[config.mk]
export PLATFORM = sky130hd
export DESIGN_NAME = lom_side
export DESIGN_NICKNAME = d
export VERILOG_FILES = /design/src/rtl/lom_pkg.sv /design/src/rtl/lom_cell.sv /design/src/rtl/lom_side.sv
export SDC_FILE = /design/constraint.sdc
export NUM_CORES = 2
export LEC_CHECK = 0
export BUFFER_PORTS_ARGS = -buffer_cell sky130_fd_sc_hd__buf_2
export CAP_MARGIN = 10
export CORE_UTILIZATION = 58
export DETAILED_ROUTE_END_ITERATION = 10
export HOLD_SLACK_MARGIN = 0.03
export PLACE_DENSITY = 0.77
export SLEW_MARGIN = 20
export SYNTH_ARGS = -nofsm -noshare
export SYNTH_HDL_FRONTEND = slang
export SYNTH_HIERARCHICAL = 1
export SYNTH_SLANG_ARGS = --single-unit
[constraint.sdc]
create_clock -name i_clk -period 4.2 [get_ports i_clk]
set_input_delay 1.26 -clock i_clk [delete_from_list [all_inputs] [get_ports i_clk]]
set_output_delay 1.26 -clock i_clk [all_outputs]
set_load 0.005 [all_outputs]
[src/rtl/lom_pkg.sv]
// Package: book parameters, report codes and shared types of the order matcher.
`default_nettype none
package lom_pkg;
    localparam int BOOK_DEPTH = 16;

    localparam logic [1:0] ST_NEW    = 2'd0;
    localparam logic [1:0] ST_FILL   = 2'd1;
    localparam logic [1:0] ST_PFILL  = 2'd2;
    localparam logic [1:0] ST_REJECT = 2'd3;

    typedef struct packed {
        logic [23:0] price;
        logic [15:0] qty;
        logic [31:0] id;
    } t_entry;

    // one incoming order request
    typedef struct packed {
        logic        side;
        logic [23:0] limit_price;
        logic [15:0] quantity;
        logic [31:0] order_id;
    } t_order;

    // command broadcast to every cell of one side
    typedef struct packed {
        logic   pop;      // shift toward head, drop entry 0
        logic   ins;      // insert new entry at its priority place
        logic   is_bid;   // ordering rule: bids descend, asks ascend
        logic   dec;      // reduce head quantity
        logic [15:0] dec_qty;
        t_entry      new_e;
    } t_cell_cmd;

    typedef struct packed {
        logic [31:0] order_id;
        logic        side;
        logic [1:0]  status;
        logic [23:0] price;
        logic [15:0] qty;
        logic        last;
    } t_report;
endpackage
`default_nettype wire

[src/rtl/lom_cell.sv]
// One book slot: holds an entry, shifts with neighbors, takes inserts.
`default_nettype none
module lom_cell (
    input  wire logic              i_clk,
    input  wire logic              i_rst_n,
    input  wire lom_pkg::t_cell_cmd i_cmd,
    input  wire logic              i_is_head,
    input  wire logic              i_occ_prev,   // previous cell occupied
    input  wire logic              i_goes_prev,  // new entry goes before previous cell
    input  wire lom_pkg::t_entry   i_prev,
    input  wire lom_pkg::t_entry   i_next,
    input  wire logic              i_occ_next,
    output lom_pkg::t_entry        o_entry,
    output logic                   o_occ,
    output logic                   o_goes        // new entry would go at or before me
);
    import lom_pkg::*;
    t_entry r_e, n_e;
    logic   r_occ, n_occ;

    // new entry goes in front of this one if it is strictly better or the cell is empty
    always_comb begin
        if (!r_occ) o_goes = 1'b1;
        else if (i_cmd.is_bid) o_goes = i_cmd.new_e.price > r_e.price;
        else o_goes = i_cmd.new_e.price < r_e.price;
    end

    always_comb begin
        n_e = r_e;
        n_occ = r_occ;
        if (i_cmd.pop) begin
            n_e = i_next;
            n_occ = i_occ_next;
        end else if (i_cmd.ins) begin
            if (o_goes) begin
                if (i_is_head || !i_goes_prev) begin
                    n_e = i_cmd.new_e;
                    n_occ = 1'b1;
                end else begin
                    n_e = i_prev;
                    n_occ = i_occ_prev;
                end
            end
        end else if (i_cmd.dec && i_is_head) begin
            n_e.qty = r_e.qty - i_cmd.dec_qty;
        end
    end

    always_ff @(posedge i_clk) begin
        r_e <= n_e;
        if (!i_rst_n) r_occ <= 1'b0;
        else r_occ <= n_occ;
    end

    assign o_entry = r_e;
    assign o_occ   = r_occ;
endmodule
`default_nettype wire

[src/rtl/lom_side.sv]
// One side of the book: a row of cells sorted best first.
`default_nettype none
module lom_side (
    input  wire logic               i_clk,
    input  wire logic               i_rst_n,
    input  wire lom_pkg::t_cell_cmd i_cmd,
    output lom_pkg::t_entry         o_head,
    output logic                    o_empty,
    output logic                    o_full
);
    import lom_pkg::*;
    t_entry e   [BOOK_DEPTH];
    logic   occ [BOOK_DEPTH];
    logic   goes[BOOK_DEPTH];

    for (genvar g = 0; g < BOOK_DEPTH; g++) begin : g_cell
        t_entry prev_e, next_e;
        logic   occ_p, goes_p, occ_n;
        if (g == 0) begin : g_h
            assign prev_e = e[0];
            assign occ_p  = 1'b1;
            assign goes_p = 1'b0;
        end else begin : g_m
            assign prev_e = e[g-1];
            assign occ_p  = occ[g-1];
            assign goes_p = goes[g-1];
        end
        if (g == BOOK_DEPTH - 1) begin : g_t
            assign next_e = e[g];
            assign occ_n  = 1'b0;
        end else begin : g_n
            assign next_e = e[g+1];
            assign occ_n  = occ[g+1];
        end
        lom_cell u_cell (
            .i_clk, .i_rst_n, .i_cmd,
            .i_is_head  (g == 0),
            .i_occ_prev (occ_p),
            .i_goes_prev(goes_p),
            .i_prev     (prev_e),
            .i_next     (next_e),
            .i_occ_next (occ_n),
            .o_entry    (e[g]),
            .o_occ      (occ[g]),
            .o_goes     (goes[g])
        );
    end

    assign o_head  = e[0];
    assign o_empty = !occ[0];
    assign o_full  = occ[BOOK_DEPTH-1];
endmodule
`default_nettype wire

* Yosys cells after proc, flatten, opt, wreduce, memory -nomap -nowiden *
Index checks and enable logic that the tools add are counted.

word-level totals
  register bits after elaboration = 1168
  latch bits = 0
  memory bits (writable) = 0
  ROM bits = 0
  bits of input ports = 94
  logic and storage cells = 320
  memories kept = 0

operators by class
  add/subtract/negate cells = 1
  multiply operators = 0
  divide/modulo/power cells = 0
  order comparisons = 32
  eq/ne operators = 1
  shifts and indexed selects = 0
  muxes and demuxes = 183
  bitwise operators = 2
  reductions and logical operators = 37

operator list
  kind                number
  $mux 72             45
  $mux 32             15
  $gt 24x24->1        16
  $lt 24x24->1        16
  $mux 24             15
  $mux 16             16
  $mux 1              92
  $reduce_and 2->1    17
  $reduce_bool 2->1   16
  $sub 16x16->16      1
  $ne 3x1->1 const B  1
  $reduce_and 3->1    1
  $reduce_bool 3->1   1
  $not 1->1           2
  $reduce_or 2->1     1
  $logic_not 1->1     1

* Depth between registers and ports, before layout *
  depth in word-level cells = 7
  depth in mapped cells = 15
  depth with buffers taken out = 14

* Modules after synthesis *
Netlist, hierarchy kept.

by module, submodules not included
  module                            instances  cells each  area an instance (um^2)
  lom_cell at g_cell[0].u_cell ...  8          534         5211.2
  lom_cell at g_cell[5].u_cell ...  5          533         5266.3
  lom_cell at g_cell[3].u_cell ...  2          533         5265.0
  lom_cell at g_cell[11].u_cell     1          542         5241.3
  lom_side                          1          3           11.3

* Least setup slack after synthesis *
No wires, ideal clock.

  path kind = input-to-reg
  from = in i_cmd[67] in the netlist's numbering
  to = reg g_cell[3].u_cell.r_e, in the netlist g_cell[3].u_cell/o_entry[0], enable pin
  data arrival time = 3793 ps
  required time = 3788 ps
  setup slack = -5 ps
  stages = 7
  path buffers = 0
  path through = ha_1 nand2_1 nor2_1 a2111oi_4 o221ai_2 o311ai_4 a21o_1

on the way
  cells in the longest elaborated chain, start to end = 5

ends and longest elaborated chain
  what                                          RTL line                        source
  start, declared                               lom_side.sv:6                   input wire lom_pkg::t_cell_cmd i_cmd,
  $lt 24x24->1 or $gt 24x24->1 (tied branches)  lom_cell.sv:25, lom_cell.sv:24
  $mux 1 (*)                                    lom_cell.sv:24                  else if (i_cmd.is_bid) o_goes = i_cmd.new_e.price > r_e.price;
  $mux 1 (*)                                    lom_cell.sv:23                  if (!r_occ) o_goes = 1'b1;
  net g_cell[4].goes_p                          lom_side.sv:18                  logic occ_p, goes_p, occ_n;
  $reduce_bool 2->1 (no line) (*)               -
  $reduce_and 2->1 (no line) (*)                -
  end signal, assigned                          lom_cell.sv:50                  r_e <= n_e;
  end, declared                                 lom_cell.sv:18                  t_entry r_e, n_e;

Mark *: on every way through the listed nets, which the timed path passes. The rest lies on a longest branch.
A chain may end at the register's enable or synchronous reset.

==> summary.md <==
| Metric | Value |
|---|---|
| Finished Layout Cells | `11100` |
| Fin crit share | `100%` |
| Die area | `146000 sq um` |
| Initial DRT Pass Iterations | `8` |
| Clk network pwr share | `28.2%` |
| Post-DR wirelength/cell | `21.4 microns` |
| Sequential Power Share | `40.3%` |
| Antenna Nets Post-Route | `0` |
| # setup viols final | `1` |
| Starting Density | `58.4%` |
| Fin. Hold Viols | `0` |
| First-pass GRT wire length | `375 mm` |
| Reg area | `34900 sq um` |
| Routed Wire Length | `237 mm` |
| Ys async rst share | `0%` |
| Max Clock Skew | `0.0355 ns` |
| Syn Inst Count | `8548` |
| Multi-input gate area | `44600 sq um` |
| Crit Path Max Fanout | `18` |
| Hold-fix buffers, CTS | `0` |
| Int Power | `28.8 mW` |
| Worst setup EP type | `flop` |
| Via/cell ratio | `6.24` |
| Largest net degree at the start of global routing | `272` |
| Post-CTS sizing | `0` |
| # rows | `139` |
| Fin worst setup slack | `-0.00179 ns` |
| GR Overflow Total | `0` |
| TritonCTS clock tree | `yes` |
| Peak VDD IR | `0.392 mV` |
| Iteration-0 DRC Markers | `6375` |
| Max Freq | `0.238 GHz` |
| PortBufs | `167` |
| Die Y-Extent | `382 microns` |
| Dominant synthesized flop cell | `edfxtp_1` |
| Num CTS Buffers | `137` |
| Max-slew violation count | `0` |
| Worst slew pin tran | `0.904 ns` |
| Clock tree root driver cell | `clkbuf_16` |
| P per Cell Area | `454 nW/um^2` |
| Net load switching power | `14.7 mW` |
| CTS H-tree lvls | `4` |
| Clk_lat worst skew | `0.80 ns` |
| Comb pwr share | `31.4%` |
| CTS sink count | `1168` |
| Routability congestion estimate | `0.950` |
| Syn Area/Cell | `9.80 sq um` |
| FILL cells | `11000` |
| Synth Warn # | `6` |
| Max Cap Violations | `0` |
| Post-synthesis register bit count | `1168` |
| Post-CTS Setup Bufs | `0` |
| Worst EP arrival | `4.71 ns` |
| Total Routing Usage GR | `31.7%` |
| TNS Setup | `-0.00179 ns` |
| Share of cells above drive strength 1 | `13.8%` |
| DP Wirelength | `173 mm` |
| Post-synth EDFFs | `1152` |
| Failing checks | `setup timing` |
| Longest Clk Path Bufs | `3` |
| Sequential share of the synthesized area | `41.7%` |
| Area after DPL | `91400 sq um` |
| Crit Path Category | `input pin to flop` |
| # nets final | `9786` |
| I/O pin cnt | `168` |
| Area grow syn2layout | `14.5%` |
| Status | `finished with violations` |
| Unrepaired setup endpoints after global routing | `no` |
| Sw frac | `33.8%` |
| WP data required | `4.71 ns` |
| Max-slew headroom | `39.7%` |
| Vias in the first global route | `70700` |
| Min Tclk post-route | `4.20 ns` |
| Synth Cell Area | `83800 sq um` |
| # placed instances | `10800` |
| Antenna violations before repair | `3` |
| Die width | `382 microns` |
| Worst-path clk slew | `0.06 ns` |
| Via count | `69100` |
| Netlist cell types | `76` |
| Hold Crit Class | `flop to flop` |
| Pleak | `41.2 nW` |
| CP startpoint kind | `input pin` |
| Final Instance Area | `96000 sq um` |
| DRC | `0` |
| Core area | `143000 sq um` |
[power by group through the flow]
| stage | sequential [mW] | combinational [mW] | clock (mW) |
|---|---|---|---|
| final | 17.6 | 13.7 | 12.3 |
| after global routing | 17.8 | 15.1 | 12.9 |
| after CTS | 17.6 | 13.5 | 12.4 |
| after detailed placement | 17.8 | 13.3 | 0 |
| after global placement | 17.7 | 12.7 | 0 |
| after floorplan | 16.9 | 9.53 | 0 |
[routing by layer]
layer  wire, microns  global-route usage (%)
met5              26                       0
met4           10400                    14.3
met3           12600                    3.61
met2          120000                    56.7
met1           93300                    38.3
[synth_stat cells, types with 24 or more instances]
cell type | n | area share (%)
nand2_1 | 1205 | 5.4
edfxtp_1 | 1152 | 41
o21ai_0 | 1112 | 6.6
mux2i_1 | 1057 | 13
inv_1 | 707 | 3.2
ha_1 | 624 | 9.3
a21oi_1 | 403 | 2.4
clkbuf_1 | 266 | 1.2
nor2_1 | 183 | 0.82
nor3_1 | 154 | 0.92
mux2_2 | 138 | 1.9
buf_2 | 114 | 0.68
xnor2_1 | 94 | 0.98
o21a_1 | 92 | 0.82
a21o_1 | 88 | 0.79
nand3_1 | 86 | 0.51
nand4_1 | 83 | 0.62
nor2b_1 | 73 | 0.54
xor2_1 | 66 | 0.69
o211ai_1 | 60 | 0.54
nand2b_1 | 59 | 0.44
o21ai_1 | 51 | 0.30
or3_1 | 39 | 0.29
a31oi_1 | 35 | 0.26
nor3b_1 | 32 | 0.29
nand3b_1 | 31 | 0.28
buf_4 | 27 | 0.24
a211oi_1 | 26 | 0.23
a21boi_0 | 25 | 0.22
o22ai_1 | 24 | 0.18
o31a_1 | 24 | 0.25
[critical path, cell delays in order]
cell,delay [ns]
buf_2,0.44
buf_4,0.28
ha_1,0.18
nand3_1,0.10
nor3_1,0.55
nand2_1,0.27
o221ai_2,0.29
o21ai_2,0.11
o311ai_4,0.10
nor2b_4,0.27
buf_12,0.21
buf_4,0.22
mux2i_1,0.27
o21ai_0,0.12
[cell usage in the layout, fill, tap and decap left out, drive strengths merged, types with 24 or more instances in the layout]
| master | n |
|---|---|
| nor2 | 183 |
| a31oi | 42 |
| nand2 | 1205 |
| mux2i | 1057 |
| o211ai | 60 |
| nor3 | 154 |
| ha | 624 |
| o21a | 92 |
| o31a | 29 |
| a21o | 97 |
| o21ai | 1177 |
| conb | 35 |
| clkinv | 70 |
| a21boi | 25 |
| nand4 | 83 |
| edfxtp | 1152 |
| xor2 | 66 |
| nand3b | 31 |
| a21oi | 412 |
| nand3 | 86 |
| mux2 | 138 |
| nand2b | 59 |
| buf | 754 |
| nor3b | 39 |
| a211oi | 41 |
| o22ai | 24 |
| xnor2 | 94 |
| or3 | 39 |
| o311ai | 38 |
| clkbuf | 170 |
| nor2b | 80 |
| inv | 712 |
[kinds of logic after synthesis]
logic type	Yosys count	share of synthesized area, %
compound gates	2219	16.2
simple gates	2019	10.8
mux	1195	14.5
flops	1168	41.7
buf+inv	1145	5.42
fa+ha+maj	640	9.70
xor+xnor	160	1.67
other cells	2	0.00896
[registers in the layout, summed over array words and instances, names as in the netlist]
signal                 flops
g_cell.u_cell/o_entry   1152
g_cell.u_cell/o_occ       16
[worst paths after layout]
kind,start,end,slack [ns],cells after the start
setup reg to reg,g_cell[12].u_cell/o_entry[63],g_cell[13].u_cell/o_entry[28],0.51,12
setup / recovery,i_cmd[70],g_cell[8].u_cell/o_entry[50],-0.002,14
hold reg to reg,g_cell[15].u_cell/o_entry[7],g_cell[14].u_cell/o_entry[7],0.54,2
hold / removal,g_cell[15].u_cell/o_entry[7],g_cell[14].u_cell/o_entry[7],0.54,2
[layout make-up]
| class | count | share of cell area (%) |
|---|---|---|
| well taps | 1903 | 2.48 |
| flip-flops and latches | 1168 | 36.4 |
| clock buffers | 169 | 3.76 |
| multi-input cells | 6268 | 46.5 |
| inverters | 722 | 2.82 |
| repair buffers | 755 | 7.08 |
| diodes | 1 | 0.00261 |
| clock inverters | 80 | 0.992 |
[stage by stage]
step / util (%) / setup slack (ns) / hold slack (ns) / power (mW)
4_1_cts: 66.9 / 0.215 / 0.545 / 43.5
5_1_grt: 66.9 / 0.0483 / 0.580 / 45.7
3_3_place_gp: 63.7 / -0.599 / 0.535 / 30.4
2_1_floorplan: - / 0.0327 / 0.515 / 26.4
3_5_place_dp: 63.7 / -0.619 / 0.543 / 31.1
6_report: 66.9 / -0.00179 / 0.545 / 43.5
(Power assumes the default switching activity.)
